$ cat src/sv/atp_pkg.sv
`default_nettype none

package atp_pkg;

  // Field widths of the channel words.
  localparam int SAMPLE_W   = 16;
  localparam int TIME_W     = 32;
  localparam int PIX_W      = 8;
  localparam int ENTRY_W    = 6;
  localparam int CFG_IDX_W  = 4;
  localparam int CFG_DATA_W = 16;

  // Internal arithmetic widths.
  localparam int SCALE_W  = 17;            // scale bounds after widening
  localparam int DIFF_W   = 18;            // sample minus scale minimum, scale span
  localparam int SPAN_W   = 10;            // row span and signed row bounds
  localparam int PROD_W   = 28;            // product of offset and row span
  localparam int DEN_W    = 17;            // magnitude of the scale span
  localparam int DIV_STEP = 4;             // quotient bits per divider cycle
  localparam int Q_W      = PROD_W + 1;    // signed quotient
  localparam int ROW_W    = PROD_W + 2;    // signed row before clamping

  localparam int DEPTH_DEF = 64;

  localparam logic signed [SAMPLE_W-1:0] SAMPLE_MAX = 16'sd32000;
  localparam logic signed [SAMPLE_W-1:0] SAMPLE_MIN = -16'sd32000;
  localparam int AXIS_ROWS = 9;
  localparam logic [PIX_W-1:0] LEFT_X = 8'd0;

  // Configuration register indexes.
  localparam logic [CFG_IDX_W-1:0] CFG_TOP_ROW      = 4'd0;
  localparam logic [CFG_IDX_W-1:0] CFG_RIGHT_COLUMN = 4'd1;
  localparam logic [CFG_IDX_W-1:0] CFG_BOTTOM_ROW   = 4'd2;
  localparam logic [CFG_IDX_W-1:0] CFG_AXIS_SHOWN   = 4'd3;
  localparam logic [CFG_IDX_W-1:0] CFG_AUTO_RANGE   = 4'd4;
  localparam logic [CFG_IDX_W-1:0] CFG_RANGE_LOW    = 4'd5;
  localparam logic [CFG_IDX_W-1:0] CFG_RANGE_HIGH   = 4'd6;
  localparam logic [CFG_IDX_W-1:0] CFG_INTERVAL_MS  = 4'd7;

  // Configuration reset values.
  localparam logic [PIX_W-1:0] TOP_ROW_RST      = 8'd0;
  localparam logic [PIX_W-1:0] RIGHT_COLUMN_RST = 8'd127;
  localparam logic [PIX_W-1:0] BOTTOM_ROW_RST   = 8'd63;

  typedef struct packed {
    logic signed [SAMPLE_W-1:0] sample;
    logic [TIME_W-1:0]          now_ms;
    logic                       sampling_on;
  } in_word_t;

  typedef struct packed {
    logic [ENTRY_W-1:0]         entry_index;
    logic [PIX_W-1:0]           column_x;
    logic [PIX_W-1:0]           row_y;
    logic signed [SAMPLE_W-1:0] scale_low;
    logic signed [SAMPLE_W-1:0] scale_high;
    logic signed [SAMPLE_W-1:0] window_low;
    logic signed [SAMPLE_W-1:0] window_high;
    logic                       last;
  } out_word_t;

  typedef struct packed {
    logic [CFG_IDX_W-1:0]  index;
    logic [CFG_DATA_W-1:0] value;
  } cfg_word_t;

  // Commands from the controller to the datapath.
  typedef struct packed {
    logic load_in;    // input word taken this cycle
    logic rd;         // read the store at the controller's index
    logic scan;       // the read feeds the min/max scan
    logic scale;      // settle the scale bounds
    logic mul;        // form offset times span for the entry just read
    logic div_start;  // start the divider on the product
    logic out_load;   // load the result register
  } cmd_t;

  // Status from the datapath to the controller.
  typedef struct packed {
    logic take;       // the last input word was accepted as a sample
    logic div_done;   // quotient ready
    logic out_free;   // result register can take a word this cycle
  } sts_t;

endpackage

`default_nettype wire

$ cat src/sv/atp_chan_if.sv
`default_nettype none

interface atp_chan_if #(
  parameter type T = logic
);
  logic valid;
  logic ready;
  T     data;

  modport source (output valid, output data, input ready);
  modport sink   (input valid, input data, output ready);
endinterface

`default_nettype wire

$ cat src/sv/atp_div.sv
`default_nettype none

// Restoring divider on magnitudes, DIV_STEP quotient bits per cycle.
module atp_div (
  input  wire logic                            clk,
  input  wire logic                            rst_n,
  input  wire logic                            start,
  input  wire logic [atp_pkg::PROD_W-1:0]      num,
  input  wire logic [atp_pkg::DEN_W-1:0]       den,
  input  wire logic                            neg,
  output logic                                 done,
  output logic signed [atp_pkg::Q_W-1:0]       quo
);

  localparam int NUM_W = atp_pkg::PROD_W;
  localparam int DEN_W = atp_pkg::DEN_W;
  localparam int STEP  = atp_pkg::DIV_STEP;
  localparam int ITERS = NUM_W / STEP;
  localparam int CNT_W = $clog2(ITERS + 1);

  logic [DEN_W-1:0] rem_r;
  logic [NUM_W-1:0] nq_r;
  logic [DEN_W-1:0] den_r;
  logic             neg_r;
  logic [CNT_W-1:0] cnt_r;
  logic             busy_r;
  logic             done_r;

  logic [DEN_W-1:0] rem_nxt;
  logic [NUM_W-1:0] nq_nxt;

  // Each step shifts one numerator bit into the remainder and takes one quotient bit.
  always_comb begin
    logic [DEN_W:0] sh;
    rem_nxt = rem_r;
    nq_nxt  = nq_r;
    for (int k = 0; k < STEP; k++) begin
      sh     = {rem_nxt, nq_nxt[NUM_W-1]};
      nq_nxt = {nq_nxt[NUM_W-2:0], 1'b0};
      if (sh >= {1'b0, den_r}) begin
        sh        = sh - {1'b0, den_r};
        nq_nxt[0] = 1'b1;
      end
      rem_nxt = sh[DEN_W-1:0];
    end
  end

  always_ff @(posedge clk) begin
    if (!rst_n) begin
      cnt_r  <= '0;
      busy_r <= 1'b0;
      done_r <= 1'b0;
    end else if (start) begin
      cnt_r  <= CNT_W'(ITERS);
      busy_r <= 1'b1;
      done_r <= 1'b0;
    end else if (busy_r) begin
      cnt_r <= cnt_r - CNT_W'(1);
      if (cnt_r == CNT_W'(1)) begin
        busy_r <= 1'b0;
        done_r <= 1'b1;
      end
    end
  end

  always_ff @(posedge clk) begin
    if (start) begin
      rem_r <= '0;
      nq_r  <= num;
      den_r <= den;
      neg_r <= neg;
    end else if (busy_r) begin
      rem_r <= rem_nxt;
      nq_r  <= nq_nxt;
    end
  end

  assign done = done_r;
  assign quo  = neg_r ? -$signed({1'b0, nq_r}) : $signed({1'b0, nq_r});

endmodule

`default_nettype wire

$ cat src/sv/atp_dp.sv
`default_nettype none

module atp_dp #(
  parameter int DEPTH = atp_pkg::DEPTH_DEF
) (
  input  wire logic                        clk,
  input  wire logic                        rst_n,
  input  wire logic                        cfg_we,
  input  wire atp_pkg::cfg_word_t          cfg_word,
  input  wire atp_pkg::in_word_t           in_word,
  input  wire atp_pkg::cmd_t               cmd,
  input  wire logic [$clog2(DEPTH)-1:0]    idx,
  output atp_pkg::sts_t                    sts,
  output logic                             out_valid,
  input  wire logic                        out_ready,
  output atp_pkg::out_word_t               out_word
);

  localparam int IDX_W  = $clog2(DEPTH);
  localparam int SW     = atp_pkg::SAMPLE_W;
  localparam int PIX_W  = atp_pkg::PIX_W;
  localparam int SPAN_W = atp_pkg::SPAN_W;
  localparam int ROW_W  = atp_pkg::ROW_W;
  localparam int Q_W    = atp_pkg::Q_W;

  typedef struct packed {
    logic [PIX_W-1:0]     tag;     // column at write time plus the accept count
    logic signed [SW-1:0] sample;
  } mem_word_t;

  function automatic logic signed [SW-1:0] sat16(input logic signed [SW-1:0] v);
    if (v > atp_pkg::SAMPLE_MAX) return atp_pkg::SAMPLE_MAX;
    if (v < atp_pkg::SAMPLE_MIN) return atp_pkg::SAMPLE_MIN;
    return v;
  endfunction

  // Configuration registers.
  logic [PIX_W-1:0]     top_row_r;
  logic [PIX_W-1:0]     right_col_r;
  logic [PIX_W-1:0]     bottom_row_r;
  logic                 axis_r;
  logic                 auto_r;
  logic signed [SW-1:0] range_low_r;
  logic signed [SW-1:0] range_high_r;
  logic [SW-1:0]        interval_r;

  always_ff @(posedge clk) begin
    if (!rst_n) begin
      top_row_r    <= atp_pkg::TOP_ROW_RST;
      right_col_r  <= atp_pkg::RIGHT_COLUMN_RST;
      bottom_row_r <= atp_pkg::BOTTOM_ROW_RST;
      axis_r       <= 1'b1;
      auto_r       <= 1'b1;
      range_low_r  <= '0;
      range_high_r <= '0;
      interval_r   <= '0;
    end else if (cfg_we) begin
      case (cfg_word.index)
        atp_pkg::CFG_TOP_ROW:      top_row_r    <= cfg_word.value[PIX_W-1:0];
        atp_pkg::CFG_RIGHT_COLUMN: right_col_r  <= cfg_word.value[PIX_W-1:0];
        atp_pkg::CFG_BOTTOM_ROW:   bottom_row_r <= cfg_word.value[PIX_W-1:0];
        atp_pkg::CFG_AXIS_SHOWN:   axis_r       <= cfg_word.value[0];
        atp_pkg::CFG_AUTO_RANGE:   auto_r       <= cfg_word.value[0];
        atp_pkg::CFG_RANGE_LOW:    range_low_r  <= $signed(cfg_word.value);
        atp_pkg::CFG_RANGE_HIGH:   range_high_r <= $signed(cfg_word.value);
        atp_pkg::CFG_INTERVAL_MS:  interval_r   <= cfg_word.value;
        default: ;
      endcase
    end
  end

  // Sample acceptance and store bookkeeping.
  logic [atp_pkg::TIME_W-1:0] last_ms_r;
  logic [IDX_W-1:0]           wi_r;
  logic [PIX_W-1:0]           acc_r;
  logic [DEPTH-1:0]           vld_r;
  logic                       take_r;

  logic [atp_pkg::TIME_W-1:0] elapsed;
  logic                       take;
  logic [IDX_W-1:0]           wi_nxt;
  logic [PIX_W-1:0]           acc_nxt;
  logic signed [SW-1:0]       in_sat;

  assign elapsed = in_word.now_ms - last_ms_r;
  assign take    = in_word.sampling_on && (elapsed >= atp_pkg::TIME_W'(interval_r));
  assign wi_nxt  = (wi_r == IDX_W'(DEPTH - 1)) ? '0 : wi_r + IDX_W'(1);
  assign acc_nxt = acc_r + PIX_W'(1);
  assign in_sat  = sat16(in_word.sample);

  mem_word_t mem [DEPTH];
  mem_word_t rd_word_r;
  logic      rd_vld_r;

  always_ff @(posedge clk) begin
    if (cmd.load_in && take) begin
      mem[wi_nxt] <= '{tag: right_col_r + acc_nxt, sample: in_sat};
    end
    if (cmd.rd) begin
      rd_word_r <= mem[idx];
      rd_vld_r  <= vld_r[idx];
    end
  end

  // An entry never written reads as its reset contents.
  logic signed [SW-1:0] ent_sample;
  logic [PIX_W-1:0]     ent_tag;

  assign ent_sample = rd_vld_r ? rd_word_r.sample : '0;
  assign ent_tag    = rd_vld_r ? rd_word_r.tag : atp_pkg::LEFT_X;

  // Scan and scale state.
  logic                              fold_r;
  logic signed [SW-1:0]              lo_r;
  logic signed [SW-1:0]              hi_r;
  logic signed [atp_pkg::SCALE_W-1:0] scale_min_r;
  logic signed [atp_pkg::SCALE_W-1:0] scale_max_r;
  logic signed [SW-1:0]              data_min_r;
  logic signed [SW-1:0]              data_max_r;

  logic signed [atp_pkg::SCALE_W-1:0] mn_a, mx_a, mn_b, mx_b;
  logic signed [SW-1:0]              rl_sat, rh_sat;

  always_comb begin
    rl_sat = sat16(range_low_r);
    rh_sat = sat16(range_high_r);
    mn_a   = take_r ? {lo_r[SW-1], lo_r} : scale_min_r;
    mx_a   = take_r ? {hi_r[SW-1], hi_r} : scale_max_r;
    if (!auto_r) begin
      mn_a = {rl_sat[SW-1], rl_sat};
      mx_a = {rh_sat[SW-1], rh_sat};
    end
    mn_b = mn_a;
    mx_b = mx_a;
    if (mn_a == mx_a) begin
      mn_b = mn_a - atp_pkg::SCALE_W'(1);
      mx_b = mx_a + atp_pkg::SCALE_W'(1);
    end
  end

  always_ff @(posedge clk) begin
    if (!rst_n) begin
      last_ms_r   <= '0;
      wi_r        <= '0;
      acc_r       <= '0;
      vld_r       <= '0;
      take_r      <= 1'b0;
      fold_r      <= 1'b0;
      lo_r        <= '0;
      hi_r        <= '0;
      scale_min_r <= '0;
      scale_max_r <= '0;
      data_min_r  <= '0;
      data_max_r  <= '0;
    end else begin
      fold_r <= cmd.rd && cmd.scan;
      if (cmd.load_in) begin
        take_r <= take;
        lo_r   <= atp_pkg::SAMPLE_MAX;
        hi_r   <= atp_pkg::SAMPLE_MIN;
        if (take) begin
          last_ms_r     <= in_word.now_ms;
          wi_r          <= wi_nxt;
          acc_r         <= acc_nxt;
          vld_r[wi_nxt] <= 1'b1;
        end
      end
      if (fold_r) begin
        if (ent_sample < lo_r) lo_r <= ent_sample;
        if (ent_sample > hi_r) hi_r <= ent_sample;
      end
      if (cmd.scale) begin
        scale_min_r <= mn_b;
        scale_max_r <= mx_b;
        if (take_r) begin
          data_min_r <= lo_r;
          data_max_r <= hi_r;
        end
      end
    end
  end

  // Plot geometry.
  logic signed [SPAN_W-1:0]         top_s;
  logic signed [SPAN_W-1:0]         bot_s;
  logic signed [SPAN_W-1:0]         span;
  logic signed [atp_pkg::DIFF_W-1:0] den;
  logic signed [atp_pkg::DIFF_W-1:0] den_abs;
  logic                             den_zero;

  assign top_s    = $signed({2'b00, top_row_r});
  assign bot_s    = axis_r ? $signed({2'b00, bottom_row_r}) - SPAN_W'(atp_pkg::AXIS_ROWS)
                           : $signed({2'b00, bottom_row_r});
  assign span     = top_s - bot_s;
  assign den      = {scale_max_r[atp_pkg::SCALE_W-1], scale_max_r}
                  - {scale_min_r[atp_pkg::SCALE_W-1], scale_min_r};
  assign den_abs  = den[atp_pkg::DIFF_W-1] ? -den : den;
  assign den_zero = (den == '0);

  // Offset times span for the entry just read.
  logic signed [atp_pkg::DIFF_W-1:0] diff;
  logic signed [atp_pkg::PROD_W-1:0] prod;
  logic signed [atp_pkg::PROD_W-1:0] prod_r;
  logic signed [atp_pkg::PROD_W-1:0] prod_abs;
  logic [PIX_W-1:0]                  col_r;

  assign diff     = {ent_sample[SW-1], ent_sample[SW-1], ent_sample}
                  - {scale_min_r[atp_pkg::SCALE_W-1], scale_min_r};
  assign prod     = diff * span;
  assign prod_abs = prod_r[atp_pkg::PROD_W-1] ? -prod_r : prod_r;

  always_ff @(posedge clk) begin
    if (cmd.mul) begin
      prod_r <= prod;
      col_r  <= ent_tag - acc_r;
    end
  end

  logic                  div_done;
  logic signed [Q_W-1:0] quo;

  atp_div u_div (
    .clk   (clk),
    .rst_n (rst_n),
    .start (cmd.div_start),
    .num   (prod_abs),
    .den   (den_abs[atp_pkg::DEN_W-1:0]),
    .neg   (prod_r[atp_pkg::PROD_W-1] ^ den[atp_pkg::DIFF_W-1]),
    .done  (div_done),
    .quo   (quo)
  );

  // Row: quotient plus bottom (bottom alone on a zero scale span), then clamped to the top first and the bottom second.
  logic signed [ROW_W-1:0] bot_w;
  logic signed [ROW_W-1:0] top_w;
  logic signed [ROW_W-1:0] row_sum;
  logic signed [ROW_W-1:0] row;

  assign bot_w   = {{(ROW_W - SPAN_W){bot_s[SPAN_W-1]}}, bot_s};
  assign top_w   = $signed(ROW_W'(top_row_r));
  assign row_sum = den_zero ? bot_w : {quo[Q_W-1], quo} + bot_w;

  always_comb begin
    row = row_sum;
    if (row_sum < top_w) begin
      row = top_w;
    end else if (row_sum > bot_w) begin
      row = bot_w;
    end
  end

  // Result register.
  logic                 out_valid_r;
  atp_pkg::out_word_t   out_word_r;
  logic                 out_free;

  assign out_free = !out_valid_r || out_ready;

  always_ff @(posedge clk) begin
    if (!rst_n) begin
      out_valid_r <= 1'b0;
    end else if (cmd.out_load) begin
      out_valid_r <= 1'b1;
    end else if (out_ready) begin
      out_valid_r <= 1'b0;
    end
  end

  always_ff @(posedge clk) begin
    if (cmd.out_load) begin
      out_word_r.entry_index <= atp_pkg::ENTRY_W'(idx);
      out_word_r.column_x    <= col_r;
      out_word_r.row_y       <= row[PIX_W-1:0];
      out_word_r.scale_low   <= scale_min_r[SW-1:0];
      out_word_r.scale_high  <= scale_max_r[SW-1:0];
      out_word_r.window_low  <= data_min_r;
      out_word_r.window_high <= data_max_r;
      out_word_r.last        <= (idx == IDX_W'(DEPTH - 1));
    end
  end

  assign out_valid    = out_valid_r;
  assign out_word     = out_word_r;
  assign sts.take     = take_r;
  assign sts.div_done = div_done;
  assign sts.out_free = out_free;

endmodule

`default_nettype wire

$ cat src/sv/atp_ctrl.sv
`default_nettype none

module atp_ctrl #(
  parameter int DEPTH = atp_pkg::DEPTH_DEF
) (
  input  wire logic                      clk,
  input  wire logic                      rst_n,
  input  wire logic                      in_valid,
  output logic                           in_ready,
  input  wire atp_pkg::sts_t             sts,
  output atp_pkg::cmd_t                  cmd,
  output logic [$clog2(DEPTH)-1:0]       idx
);

  localparam int IDX_W = $clog2(DEPTH);

  localparam logic [3:0] S_IDLE     = 4'd0;
  localparam logic [3:0] S_CHECK    = 4'd1;
  localparam logic [3:0] S_SCAN     = 4'd2;
  localparam logic [3:0] S_SCAN_END = 4'd3;
  localparam logic [3:0] S_SCALE    = 4'd4;
  localparam logic [3:0] S_RD       = 4'd5;
  localparam logic [3:0] S_MUL      = 4'd6;
  localparam logic [3:0] S_DIV0     = 4'd7;
  localparam logic [3:0] S_DIV      = 4'd8;
  localparam logic [3:0] S_OUT      = 4'd9;

  logic [3:0]       state_r, state_nxt;
  logic [IDX_W-1:0] cnt_r, cnt_nxt;
  logic             at_last;

  assign at_last = (cnt_r == IDX_W'(DEPTH - 1));

  always_comb begin
    state_nxt = state_r;
    cnt_nxt   = cnt_r;
    cmd       = '0;
    in_ready  = 1'b0;
    case (state_r)
      S_IDLE: begin
        in_ready = 1'b1;
        if (in_valid) begin
          cmd.load_in = 1'b1;
          state_nxt   = S_CHECK;
        end
      end
      S_CHECK: begin
        cnt_nxt   = '0;
        state_nxt = sts.take ? S_SCAN : S_SCALE;
      end
      S_SCAN: begin
        cmd.rd   = 1'b1;
        cmd.scan = 1'b1;
        if (at_last) begin
          cnt_nxt   = '0;
          state_nxt = S_SCAN_END;
        end else begin
          cnt_nxt = cnt_r + IDX_W'(1);
        end
      end
      S_SCAN_END: begin
        state_nxt = S_SCALE;
      end
      S_SCALE: begin
        cmd.scale = 1'b1;
        cnt_nxt   = '0;
        state_nxt = S_RD;
      end
      S_RD: begin
        cmd.rd    = 1'b1;
        state_nxt = S_MUL;
      end
      S_MUL: begin
        cmd.mul   = 1'b1;
        state_nxt = S_DIV0;
      end
      S_DIV0: begin
        cmd.div_start = 1'b1;
        state_nxt     = S_DIV;
      end
      S_DIV: begin
        if (sts.div_done) state_nxt = S_OUT;
      end
      S_OUT: begin
        if (sts.out_free) begin
          cmd.out_load = 1'b1;
          if (at_last) begin
            cnt_nxt   = '0;
            state_nxt = S_IDLE;
          end else begin
            cnt_nxt   = cnt_r + IDX_W'(1);
            state_nxt = S_RD;
          end
        end
      end
      default: begin
        state_nxt = S_IDLE;
      end
    endcase
  end

  always_ff @(posedge clk) begin
    if (!rst_n) begin
      state_r <= S_IDLE;
      cnt_r   <= '0;
    end else begin
      state_r <= state_nxt;
      cnt_r   <= cnt_nxt;
    end
  end

  assign idx = cnt_r;

endmodule

`default_nettype wire

$ cat src/sv/autoscaled_trace_plotter_unit.sv
`default_nettype none

// Channel   Dir  Payload (data)                                     Transfer
// in_ch     in   sample, now_ms, sampling_on                        valid & ready
// out_ch    out  entry_index, column_x, row_y, scale_low/high,      valid & ready
//                window_low/high, last
// cfg_ch    in   index, value                                       valid & ready (ready tied high)
//
// Every input word, accepted as a sample or not, yields DEPTH result words. The min/max scan
// over the store runs only when the sample is accepted; each entry then passes the read,
// multiply, divider start, divide and output states, waiting on the divider in the divide state.
// Reset is synchronous; per-entry valid flags make unwritten store entries read as their
// reset contents, so the store needs no clearing pass after reset.
// A stalled out_ch holds the controller in its output state; in_ch.ready is high only in idle.
module autoscaled_trace_plotter_unit #(
  parameter int DEPTH = atp_pkg::DEPTH_DEF
) (
  input  wire logic  clk,
  input  wire logic  rst_n,
  atp_chan_if.sink   in_ch,
  atp_chan_if.source out_ch,
  atp_chan_if.sink   cfg_ch
);

  localparam int IDX_W = $clog2(DEPTH);

  atp_pkg::cmd_t       cmd;
  atp_pkg::sts_t       sts;
  logic [IDX_W-1:0]    idx;
  logic                in_ready;
  logic                out_valid;
  atp_pkg::out_word_t  out_word;
  atp_pkg::in_word_t   in_word;
  atp_pkg::cfg_word_t  cfg_word;

  // Configuration writes land directly in the registers, so the port never back-pressures.
  assign cfg_ch.ready = 1'b1;
  assign cfg_word     = cfg_ch.data;
  assign in_word      = in_ch.data;
  assign in_ch.ready  = in_ready;
  assign out_ch.valid = out_valid;
  assign out_ch.data  = out_word;

  // The controller sequences check, scan, scale and the per-entry row computation.
  atp_ctrl #(
    .DEPTH (DEPTH)
  ) u_ctrl (
    .clk      (clk),
    .rst_n    (rst_n),
    .in_valid (in_ch.valid),
    .in_ready (in_ready),
    .sts      (sts),
    .cmd      (cmd),
    .idx      (idx)
  );

  // The datapath holds the configuration, the sample store, the scale and the divider.
  atp_dp #(
    .DEPTH (DEPTH)
  ) u_dp (
    .clk       (clk),
    .rst_n     (rst_n),
    .cfg_we    (cfg_ch.valid),
    .cfg_word  (cfg_word),
    .in_word   (in_word),
    .cmd       (cmd),
    .idx       (idx),
    .sts       (sts),
    .out_valid (out_valid),
    .out_ready (out_ch.ready),
    .out_word  (out_word)
  );

  // The result register is loaded only when it is empty or being drained.
  a_load_when_free: assert property (@(posedge clk) disable iff (!rst_n)
    cmd.out_load |-> sts.out_free)
    else $error("result register overwritten while full");

  // A started division never reports done in the following cycle.
  a_div_restart: assert property (@(posedge clk) disable iff (!rst_n)
    cmd.div_start |=> !sts.div_done)
    else $error("divider done flag survived a restart");

  // Once a word is taken the unit stays busy until its results are queued.
  a_busy_after_take: assert property (@(posedge clk) disable iff (!rst_n)
    (in_ch.valid && in_ch.ready) |=> !in_ch.ready)
    else $error("input taken again right after a word");

  // The controller issues at most one datapath operation per cycle.
  a_one_cmd: assert property (@(posedge clk) disable iff (!rst_n)
    $onehot0({cmd.load_in, cmd.rd, cmd.scale, cmd.mul, cmd.div_start, cmd.out_load}))
    else $error("overlapping datapath commands");

endmodule

`default_nettype wire
$ cat src/flat_wrapper.sv
// flat-port wrapper written by rule: the top's interface ports become plain ports
module autoscaled_trace_plotter_unit_flat 
#(
  parameter int DEPTH = atp_pkg::DEPTH_DEF
)
  (clk, rst_n, in_ch_valid, in_ch_data, in_ch_ready, out_ch_valid, out_ch_data, out_ch_ready, cfg_ch_valid, cfg_ch_data, cfg_ch_ready);
  atp_chan_if in_ch_i ();
  atp_chan_if out_ch_i ();
  atp_chan_if cfg_ch_i ();
  input  wire logic clk;
  input  wire logic rst_n;
  input wire logic [$bits(in_ch_i.valid)-1:0] in_ch_valid;
  input wire logic [$bits(in_ch_i.data)-1:0] in_ch_data;
  output wire logic [$bits(in_ch_i.ready)-1:0] in_ch_ready;
  output wire logic [$bits(out_ch_i.valid)-1:0] out_ch_valid;
  output wire logic [$bits(out_ch_i.data)-1:0] out_ch_data;
  input wire logic [$bits(out_ch_i.ready)-1:0] out_ch_ready;
  input wire logic [$bits(cfg_ch_i.valid)-1:0] cfg_ch_valid;
  input wire logic [$bits(cfg_ch_i.data)-1:0] cfg_ch_data;
  output wire logic [$bits(cfg_ch_i.ready)-1:0] cfg_ch_ready;
  assign in_ch_i.valid = in_ch_valid;
  assign in_ch_i.data = in_ch_data;
  assign in_ch_ready = in_ch_i.ready;
  assign out_ch_valid = out_ch_i.valid;
  assign out_ch_data = out_ch_i.data;
  assign out_ch_i.ready = out_ch_ready;
  assign cfg_ch_i.valid = cfg_ch_valid;
  assign cfg_ch_i.data = cfg_ch_data;
  assign cfg_ch_ready = cfg_ch_i.ready;
  autoscaled_trace_plotter_unit #(.DEPTH(DEPTH)) u_core (.clk(clk), .rst_n(rst_n), .in_ch(in_ch_i), .out_ch(out_ch_i), .cfg_ch(cfg_ch_i));
endmodule
$ cat config.mk
export PLATFORM = sky130hd
export DESIGN_NAME = autoscaled_trace_plotter_unit_flat
export DESIGN_NICKNAME = d
export VERILOG_FILES = /design/src/sv/atp_pkg.sv /design/src/sv/atp_chan_if.sv /design/src/sv/atp_div.sv /design/src/sv/atp_dp.sv /design/src/sv/atp_ctrl.sv /design/src/sv/autoscaled_trace_plotter_unit.sv /design/src/flat_wrapper.sv
export SDC_FILE = /design/constraint.sdc
export NUM_CORES = 1
export LEC_CHECK = 0
export ABC_AREA = 0
export BUFFER_PORTS_ARGS = -buffer_cell sky130_fd_sc_hd__buf_4
export CAP_MARGIN = 25
export CORE_ASPECT_RATIO = 1.25
export CORE_UTILIZATION = 55
export CTS_CLUSTER_SIZE = 14
export DETAILED_ROUTE_END_ITERATION = 7
export GPL_TIMING_DRIVEN = 0
export PLACE_DENSITY = 0.72
export SLEW_MARGIN = 20
export SYNTH_ARGS = -nofsm -noshare
export SYNTH_HDL_FRONTEND = slang
export SYNTH_SLANG_ARGS = --single-unit
$ cat constraint.sdc
create_clock -name clk -period 2.1 [get_ports clk]
set_clock_uncertainty 0.2 [all_clocks]
set_input_delay 0.42 -clock clk [delete_from_list [all_inputs] [get_ports clk]]
set_output_delay 0.42 -clock clk [all_outputs]
set_load 0.05 [all_outputs]
# --- Yosys cells after proc, flatten, opt, wreduce, memory -nomap -nowiden ---
# Cells that the tools add are included.
word_totals:
  regBits: 18
  input_bits: 7
  out_inout_bits: 4
op_classes:
  n_addsub: 2
  n_eq_ne: 15
  mux: 23
  n_bitwise: 1
  n_reduce_logical: 11
op_table:
  columns: ["cell", "count"]
  rows:
  - ["4-bit one-hot mux with 10 select lines", 1]
  - ["6-bit one-hot mux with 3 select lines", 1]
  - ["4-bit by 3-bit == test with 1-bit output (second input constant)", 4]
  - ["4-bit two-way mux", 4]
  - ["3-bit two-way mux", 4]
  - ["6-bit two-way mux", 2]
  - ["1-bit two-way mux", 11]
  - ["4-bit by 2-bit == test with 1-bit output (second input constant)", 2]
  - ["4-bit == test (second input constant)", 2]
  - ["2-bit != test (second input constant)", 4]
  - ["6-bit by 1-bit adder with 6-bit output (second input constant)", 1]
  - ["6-bit == test (second input constant)", 1]
  - ["4-bit by 1-bit == test with 1-bit output (second input constant)", 1]
  - ["4-bit logical NOT", 1]
  - ["2-bit AND reduction", 2]
  - ["4-bit AND reduction", 1]
  - ["2-bit nonzero test", 2]
  - ["2-bit OR reduction", 2]
  - ["3-bit by 1-bit == test with 1-bit output (second input constant)", 1]
  - ["3-bit nonzero test", 1]
  - ["3-bit by 1-bit subtractor with 3-bit output (second input constant)", 1]
  - ["1-bit logical NOT", 1]
  - ["1-bit logical OR", 1]
  - ["1-bit NOT", 1]

# --- Longest topological paths before layout ---
# Gate-level depths: netlist of the first run.
logic_depth:
  ltp_word: 5
  depth_mapped: 6

# --- Modules after synthesis ---
# From an unflattened synthesis of the first run, not the netlist that was laid out.
unflattened:
  cells_unflattened: 6978
  hier_area_um2: 99874.5
by_module_without_submodules:
  columns: ["mod", "n_inst", "cells_per_inst", "area_each_um2", "seq_area_each_um2"]
  rows:
  - ["atp_dp", 1, 6058, 91940.7, 56274.0]
  - ["atp_div", 1, 830, 7229.4, 1821.7]
  - ["atp_ctrl", 1, 87, 689.4, 200.2]
  - ["autoscaled_trace_plotter_unit", 1, 3, 15.0, 0.0]

# --- Worst setup path after synthesis of the first run ---
# No wires, ideal clock.
synth_timing:
  kind: "reg-to-reg"
  start: "register u_core.u_ctrl.state_r[3]"
  end: "register u_core.u_ctrl.state_r[0]"
  setup_ns: 0.125
  arrival_time_ns: 2.742
  required_time_ns: 1.775
  setup_slack_ns: -0.967
  stages_incl_launch_ff: 5
  period_less_slack_ns: 3.067
  cell_sequence: "dfxtp_1 > buf_2 > nor4_1 > a221o_1 > o32ai_1"
synth_via:
  elab_chain_cells: 3
  elab_cells_between_ends: 16
  cone_classes: "eq/ne (13); mux (1); reduce/logical (2)"
synth_lines:
  columns: ["item", "line", "text"]
  rows:
  - ["start, declared", "atp_ctrl.sv:28", "logic [3:0] state_r, state_nxt;"]
  - ["start signal, assigned", "atp_ctrl.sv:107", "state_r <= state_nxt;"]
  - ["4-bit by 2-bit == test with 1-bit output, or another cell as far along", null, null]
  - ["2-bit != test (no line)", null, null]
  - ["4-bit AND reduction (no line)", null, null]
# Parallel ways exist; a longest one is shown, timed or not.
# A chain may end at the register's enable or synchronous reset.

# --- Final worst setup path of the first run ---
layout_timing:
  start: "register u_core.u_ctrl.state_r[2]"
  end: "output port in_ch_ready"
layout_via:
  elab_chain_cells: 2
layout_lines:
  columns: ["item", "line", "text"]
  rows:
  - ["4-bit logical NOT", "atp_ctrl.sv:39", "case (state_r)"]
  - ["1-bit two-way mux", "atp_ctrl.sv:39", null]
  - ["end, declared", "flat_wrapper.sv:14", "output wire logic [$bits(in_ch_i.ready)-1:0] in_ch_ready;"]
# Every way passes these cells.

==> results_tabular.tex, run 1 <==
\begin{tabular}{lr}
\hline
Metric & Value \\
\hline
\multicolumn{2}{l}{\textbf{Floorplan}} \\
\quad Area of the core & 1770 um\^{}2 \\
\quad Cell row count & 17 \\
\quad Starting density of the core & 58.4\% \\
\quad Boundary Pins & 11 \\
\quad Total die area & 2050 um\^{}2 \\
\quad DIE WIDTH & 40.7 um \\
\quad Vertical die dimension & 50.4 um \\
\multicolumn{2}{l}{\textbf{Pwr}} \\
\quad Internal power consumption & 612 uW \\
\quad Largest vdd supply drop & 0.000415 V \\
\quad Total power density per cell area & 790 nW/um\^{}2 \\
\quad Switching component of the power & 307 uW \\
\quad Static Leak & 0.000426 uW \\
\quad Switching part of the total power & 33.4\% \\
\quad Clock share of power & 23.4\% \\
\quad Reg power frac & 41.8\% \\
\quad Share of power burned in combinational logic & 34.8\% \\
\multicolumn{2}{l}{\textbf{Timing}} \\
\quad Maximum frequency from static timing analysis & 0.504 GHz \\
\quad Pins Over Slew Limit & 0 \\
\quad Final critical-path share of the clock period & 94.4\% \\
\quad Setup violators final & 0 \\
\quad RSZ-0062 raised after global routing & no \\
\quad Total Negative Setup Slacks & 0 ns \\
\quad Final hold vios & 0 \\
\quad Clock period minus worst slack & 1.98 ns \\
\multicolumn{2}{l}{\textbf{GRT}} \\
\quad Pin count of the biggest net entering global routing & 11 \\
\quad Overall track demand over capacity in global routing & 23.0\% \\
\quad First-pass GRT wire length & 3320 um \\
\quad Number of global-route vias before repair & 802 \\
\quad Antenna violations before repair & 0 \\
\quad Grt ovf & 0 \\
\multicolumn{2}{l}{\textbf{Logic synthesis}} \\
\quad Register area share after synthesis & 35.9\% \\
\quad Post-synth EDFFs & 1 \\
\quad Cell types with the highest counts after synthesis & dfxtp\_1 (17), a21oi\_1 (12), inv\_1 (11) \\
\quad Number of register bits inferred by synthesis & 18 \\
\quad Top area cells in the synthesized netlist & dfxtp\_1 (33\%), a21oi\_1 (5.8\%), inv\_1 (4.0\%) \\
\quad Number of instances in the synthesized netlist & 123 \\
\quad Number of distinct library cells after synthesis & 40 \\
\quad Share of the synthesized area in the top cell type & 33.0\% \\
\quad Mean area per synthesized cell & 8.38 um\^{}2 \\
\quad Cell taking the most area after synthesis & dfxtp\_1 \\
\quad Netlist Area Pre-Place & 1030 um\^{}2 \\
\quad Syn Nets & 133 \\
\quad Leading cell type by number of instances after synthesis & dfxtp\_1 \\
\quad Share of flip-flops with an asynchronous set or reset after synthesis & 0\% \\
\quad Dominant register cell in the synthesized netlist & dfxtp\_1 \\
\quad Total number of yosys warnings & 0 \\
\multicolumn{2}{l}{\textbf{Worst setup path}} \\
\quad Cell family with most CP delay & buffers and inverters \\
\quad Arrival time reported for the critical path endpoint & 1.36 ns \\
\quad Slowest Stage Delay on Critical Path & 0.35 ns \\
\quad Number of cells on the critical path & 3 \\
\quad Worst R2R Setup Slack & 0.16 ns \\
\quad Largest fanout of any net on the critical path & 10 \\
\quad Worst-path cell with the longest stage delay & dfxtp\_1 \\
\quad Number of buffer and inverter stages on the critical path & 2 \\
\quad Crit. End Element & output pin \\
\quad CP Data Required Time & 1.48 ns \\
\quad R2R Path Start & u\_core.u\_ctrl.state\_r[2] \\
\quad Worst reg2reg path endpoint & u\_core.u\_ctrl.idx[3] \\
\quad FF-to-FF path depth & 5 \\
\quad Class of the most critical setup path & flip-flop to output pin \\
\quad Worst setup path start & u\_core.u\_ctrl.state\_r[2] \\
\quad End of the critical path & in\_ch\_ready \\
\quad CP Launch Type & flip-flop \\
\quad Cell repeated most along the worst path & buf\_6 \\
\quad Cell chain of the critical path & buf\_6, nor4\_4, buf\_6 \\
\multicolumn{2}{l}{\textbf{Detailed routing}} \\
\quad Number of optimization iterations in the first detailed-route pass & 4 \\
\quad Residual DRC count & 0 \\
\quad Detail Route Antenna Nets & 0 \\
\quad Average wire per cell in the routed design & 13.5 um \\
\quad Starting DRT DRC Count & 13 \\
\quad Routed wire length & 2070 um \\
\quad Total vias in the final route & 934 \\
\quad Vias per cell & 6.10 \\
\multicolumn{2}{l}{\textbf{Finish}} \\
\quad Total non-filler cell area in the finished layout & 1160 um\^{}2 \\
\quad Ratio of cells with drive above 1 in the final layout & 17.9\% \\
\quad Total area of multi-input combinational cells & 572 um\^{}2 \\
\quad Number of nets at the end of the flow & 145 \\
\quad Number of fillers in the final layout & 149 \\
\quad Combined flip-flop and latch cell area & 370 um\^{}2 \\
\quad Synth-to-Final Area Change & 12.7\% \\
\quad Number of diodes added for antenna fixing & 0 \\
\multicolumn{2}{l}{\textbf{Clock network}} \\
\quad Clock-pin transition on the worst setup and hold timing paths & 0.10 ns \\
\quad Root cell of the clock tree & clkbuf\_4 \\
\quad Worst skew pair latency & 0.30 ns \\
\quad Longest Clk Path Bufs & 2 \\
\quad TritonCTS Buffers & 3 \\
\quad TritonCTS Sinks & 18 \\
\quad TritonCTS clock tree & done \\
\quad Total number of H-tree levels & 1 \\
\quad Post-CTS repair timing setup buffer count & 0 \\
\multicolumn{2}{l}{\textbf{Outcome}} \\
\quad Result of the run & complete, no violations \\
\multicolumn{2}{l}{\textbf{Worst hold path}} \\
\quad Worst min path class & primary input to flip-flop \\
\quad Hold wc startpoint & rst\_n \\
\multicolumn{2}{l}{\textbf{Placement}} \\
\quad Placed wire-length estimate after detailed placement & 1580 um \\
\quad Placed standard-cell area & 1120 um\^{}2 \\
\quad Final weighted congestion in routability-driven placement & 0.804 \\
\quad Count of input and output buffers & 7 \\
\multicolumn{2}{l}{\textbf{Run}} \\
\quad Maxcap violations & 0 \\
\hline
\end{tabular}
-- cell families after synthesis --
| kind of cell | Yosys count | synth area share (%) |
|---|---|---|
| compound gates | 36 | 23.2 |
| xor+xnor | 3 | 2.55 |
| fa+ha+maj | 3 | 3.64 |
| buf+inv | 20 | 10.1 |
| flops | 18 | 35.9 |
| mux | 1 | 0.971 |
| other cells | 1 | 0.364 |
| simple gates | 41 | 23.3 |
-- power by group through the flow --
stage | combinational, uW | sequential, uW | clock [uW]
2_1_floorplan | 250 | 388 | 0
3_3_place_gp | 304 | 391 | 0
3_5_place_dp | 310 | 392 | 0
4_1_cts | 315 | 385 | 218
5_1_grt | 348 | 388 | 228
6_report | 319 | 384 | 215
-- placed cells by master, fill, tap and decap left out, types with 4 or more instances in the layout --
cell	Yosys	routed
buf_4	1	7
o21ai_0	6	6
a211oi_1	4	4
or4_1	4	4
dfxtp_1	17	17
buf_6	3	4
nand3_1	7	7
nand2_1	9	9
a21oi_1	12	12
o31ai_1	5	5
inv_1	11	11
nor2_1	5	5
-- registers in the layout, indices dropped and copies added (netlist names) --
name and flops:
u_core.u_ctrl.idx 6, u_core.u_ctrl.state_r 4, u_core.u_dp.out_valid 1, u_core.u_dp.out_word 1
u_core.u_dp.take_r 1, u_core.u_dp.u_div.busy_r 1, u_core.u_dp.u_div.cnt_r 3, u_core.u_dp.u_div.done 1
-- through the flow --
step	instances	hold slack [ns]	setup slack, ns	util [%]	total power, uW
floorplan	123	0.246	0.168	-	638
global placement	149	0.262	0.138	63.6	695
detailed placement	149	0.270	0.109	63.6	702
CTS	153	0.163	0.0260	65.8	917
global route	153	0.175	0.0197	65.8	964
finish	153	0.167	0.117	65.8	919
-- cell type report --
cell class,count,share of cell area [%]
multi-input combinational,85,49.2
sequential,18,31.9
buffer,9,5.38
timing repair buffer,7,4.84
inverter,11,3.55
clock buffer,4,3.12
tap,19,2.05
-- per-layer routing --
metal / GRT usage (%) / up-vias / wire, um
met5: 0 / - / 0
met4: 14.4 / 0 / 74
met3: 3.54 / 9 / 82
met2: 34.7 / 31 / 976
met1: 29.1 / 431 / 939
li1: - / 463 / -
-- worst register-to-register path, cell delays in order (launching register included) --
cell and delay, ns:
dfxtp_1 0.35, buf_6 0.15, o31ai_1 0.31, nand3_1 0.19, or4_1 0.42, a211oi_1 0.24
-- worst min path at each step --
stage / to / slack (ns) / cells after the start
finish: u_core.u_dp.u_div.done / 0.17 / 3
global route: u_core.u_dp.u_div.done / 0.17 / 3
CTS: u_core.u_dp.u_div.done / 0.16 / 3
detailed placement: u_core.u_ctrl.idx[4] / 0.27 / 2
global placement: u_core.u_ctrl.idx[4] / 0.26 / 2
floorplan: u_core.u_dp.u_div.done / 0.25 / 2
-- repair_timing --
| action | 4_1_cts | 5_1_grt |
|---|---|---|
| gates resized for setup | 1 | 0 |
| pin swaps | 0 | 1 |
| setup endpoints to repair | 1 | 1 |
| hold buffers | 0 | 0 |
| hold endpoints to repair | 0 | 0 |
Power figures use the tool's default switching activity.
==> inputs of run 2 (changes only) <==
CTS_BUF_LIST = sky130_fd_sc_hd__clkbuf_16   (was not set)
==> results_tabular.tex, run 2 (same netlist as run 1, synthesis figures left out) <==
\begin{tabular}{lr}
\hline
Metric & Value \\
\hline
\multicolumn{2}{l}{\textbf{Pwr}} \\
\quad Total power density per cell area & 893 nW/um\^{}2 (+13\%) \\
\quad Share of power burned in combinational logic & 29.5\% (-5.3 points) \\
\quad Switching component of the power & 318 uW (+3.6\%) \\
\quad Static Leak & 0.000443 uW (+4.1\%) \\
\quad Largest vdd supply drop & 0.000591 V (+42\%) \\
\quad Switching part of the total power & 29.5\% (-3.8 points) \\
\quad Internal power consumption & 758 uW (+24\%) \\
\quad Reg power frac & 35.8\% (-6.0 points) \\
\quad Clock share of power & 34.7\% (+11 points) \\
\multicolumn{2}{l}{\textbf{Timing}} \\
\quad Final hold vios & 0 (unchanged) \\
\quad Final setup slack of the worst path & 0.0915 ns (-0.0256 ns) \\
\quad RSZ-0062 raised after global routing & no \\
\quad Pins Over Slew Limit & 0 (unchanged) \\
\quad Final critical-path share of the clock period & 95.6\% (+1.2 points) \\
\quad Setup violators final & 0 (unchanged) \\
\quad Maximum frequency from static timing analysis & 0.498 GHz (-1.3\%) \\
\quad Fin Hold WS & 0.233 ns (+0.0657 ns) \\
\quad Total Negative Setup Slacks & 0 ns (unchanged) \\
\quad Clock period minus worst slack & 2.01 ns (+0.0256 ns) \\
\multicolumn{2}{l}{\textbf{Clock network}} \\
\quad TritonCTS Buffers & 3 (unchanged) \\
\quad Post-CTS Hold Buffers & 0 (unchanged) \\
\quad Worst skew pair latency & 0.24 ns (-0.06 ns) \\
\quad Longest Clk Path Bufs & 2 (unchanged) \\
\quad Total number of H-tree levels & 1 (unchanged) \\
\quad TritonCTS Sinks & 18 (unchanged) \\
\quad Quantity of gates resized following cts & 0 (-1) \\
\quad Post-CTS repair timing setup buffer count & 0 (unchanged) \\
\quad TritonCTS clock tree & done \\
\quad Clock-pin transition on the worst setup and hold timing paths & 0.05 ns (-0.05 ns) \\
\quad Root cell of the clock tree & clkbuf\_16 \\
\multicolumn{2}{l}{\textbf{Finish}} \\
\quad Utilization after layout & 68.2\% (+2.4 points) \\
\quad Most common cell after layout, fill and taps aside & dfxtp\_1 \\
\quad Ratio of cells with drive above 1 in the final layout & 17.2\% (-0.75 points) \\
\quad Synth-to-Final Area Change & 16.9\% \\
\quad Combined flip-flop and latch cell area & 370 um\^{}2 (unchanged) \\
\quad Number of diodes added for antenna fixing & 0 (unchanged) \\
\quad Number of nets at the end of the flow & 145 (unchanged) \\
\quad Flip-flop count of the largest register after layout & 6 (unchanged) \\
\quad Total area of multi-input combinational cells & 572 um\^{}2 (unchanged) \\
\quad Commonest cells after routing, fill and taps aside & dfxtp\_1 (17), a21oi\_1 (12), inv\_1 (11), nand2\_1 (9) \\
\quad Number of fillers in the final layout & 138 (-7.4\%) \\
\multicolumn{2}{l}{\textbf{Worst setup path}} \\
\quad Cell family with most CP delay & buffers and inverters \\
\quad R2R Path Start & u\_core.u\_ctrl.state\_r[2] \\
\quad CP Data Required Time & 1.48 ns (about the same) \\
\quad FF-to-FF path depth & 5 (unchanged) \\
\quad Class of the most critical setup path & flip-flop to output pin \\
\quad Largest fanout of any net on the critical path & 10 (unchanged) \\
\quad Worst setup path start & u\_core.u\_ctrl.state\_r[3] \\
\quad Slowest Stage Delay on Critical Path & 0.37 ns (+0.02 ns) \\
\quad Arrival time reported for the critical path endpoint & 1.39 ns (+0.03 ns) \\
\quad Worst-path cell with the longest stage delay & nor4\_4 \\
\quad Number of cells on the critical path & 3 (unchanged) \\
\quad Number of buffer and inverter stages on the critical path & 2 (unchanged) \\
\quad CP Launch Type & flip-flop \\
\quad Cell chain of the critical path & buf\_2, nor4\_4, buf\_6 \\
\quad Worst reg2reg path endpoint & u\_core.u\_ctrl.idx[3] \\
\quad Crit. End Element & output pin \\
\quad End of the critical path & in\_ch\_ready \\
\quad Worst R2R Setup Slack & 0.15 ns (about the same) \\
\multicolumn{2}{l}{\textbf{Placement}} \\
\quad Count of input and output buffers & 7 (unchanged) \\
\quad Final weighted congestion in routability-driven placement & 0.804 (unchanged) \\
\quad Placed wire-length estimate after detailed placement & 1580 um (unchanged) \\
\quad Pre-CTS setup slack & 0.109 ns (unchanged) \\
\multicolumn{2}{l}{\textbf{Floorplan}} \\
\quad Boundary Pins & 11 (unchanged) \\
\quad DIE WIDTH & 40.7 um (unchanged) \\
\quad Total die area & 2050 um\^{}2 (unchanged) \\
\quad Vertical die dimension & 50.4 um (unchanged) \\
\quad Starting density of the core & 58.4\% (unchanged) \\
\quad Cell row count & 17 (unchanged) \\
\quad Area of the core & 1770 um\^{}2 (unchanged) \\
\multicolumn{2}{l}{\textbf{GRT}} \\
\quad Grt ovf & 0 (unchanged) \\
\quad Overall track demand over capacity in global routing & 23.7\% (+0.68 points) \\
\quad Pin count of the biggest net entering global routing & 11 (unchanged) \\
\quad First-pass GRT wire length & 3390 um (+2.3\%) \\
\quad Antenna violations before repair & 0 (unchanged) \\
\quad Number of global-route vias before repair & 811 (+1.1\%) \\
\multicolumn{2}{l}{\textbf{Detailed routing}} \\
\quad Total vias in the final route & 930 (-0.43\%) \\
\quad Vias per cell & 6.08 (-0.43\%) \\
\quad Residual DRC count & 0 (unchanged) \\
\quad Number of optimization iterations in the first detailed-route pass & 4 (unchanged) \\
\quad Detail Route Antenna Nets & 0 (unchanged) \\
\quad Average wire per cell in the routed design & 13.7 um (+1.3\%) \\
\quad Starting DRT DRC Count & 13 (unchanged) \\
\quad Routed wire length & 2100 um (+1.3\%) \\
\multicolumn{2}{l}{\textbf{Worst hold path}} \\
\quad Worst min path class & primary input to flip-flop \\
\multicolumn{2}{l}{\textbf{Run}} \\
\quad Maxcap violations & 0 (unchanged) \\
\multicolumn{2}{l}{\textbf{Outcome}} \\
\quad Result of the run & complete, no violations \\
\hline
\end{tabular}
## run 2: changes by cell type in the layout (fill, tap and decap cells not counted)
cell       delta
clkbuf_16     +3
clkbuf_4      -3
clkbuf_8      -1
clkinv_1      +1
## run 2: stage by stage
stage / power, uW / std cells / cell area (um^2)
floorplan: 638 / 123 / 1050
CTS: 1080 / 153 / 1200
detailed placement: 702 / 149 / 1120
global route: 1130 / 153 / 1200
finish: 1080 / 153 / 1200
global placement: 695 / 149 / 1120
## run 2: how the worst min path moves through the flow
stage                                      start                endpoint  depth (start not counted)
final                                      rst_n  u_core.u_dp.u_div.done                          3
after CTS                                  rst_n  u_core.u_dp.u_div.done                          3
after floorplan           u_core.u_dp.u_div.done  u_core.u_dp.u_div.done                          2
after global routing                       rst_n  u_core.u_dp.u_div.done                          3
after global placement      u_core.u_ctrl.idx[4]    u_core.u_ctrl.idx[4]                          2
after detailed placement    u_core.u_ctrl.idx[4]    u_core.u_ctrl.idx[4]                          2
## run 2: final cells by class
cell class / instances / area share (%)
Multi-Input combinational cell: 85 / 47.5
Sequential cell: 18 / 30.7
Clock buffer: 3 / 6.23
Buffer: 9 / 5.19
Timing Repair Buffer: 7 / 4.67
Inverter: 11 / 3.43
Tap cell: 19 / 1.97
Clock inverter: 1 / 0.312
## run 2: power by group through the flow
stage | clock [uW] | sequential (uW) | combinational (uW)
floorplan | 0 | 388 | 250
global placement | 0 | 391 | 304
detailed placement | 0 | 392 | 310
CTS | 380 | 385 | 310
global route | 399 | 389 | 346
finish | 373 | 385 | 317
## run 2: tightest hold or removal path: cells and delay by family
kind	cells	cell delay [ns]
buf+inv	1	0.13
simple gates	2	0.08
## run 2: routing by layer
metal	GRT usage, %	vias up	wire (um)
met3	4.87	8	65
met5	0	-	0
met2	34.9	27	1000
li1	-	463	-
met4	14.4	0	68
met1	30.3	432	964
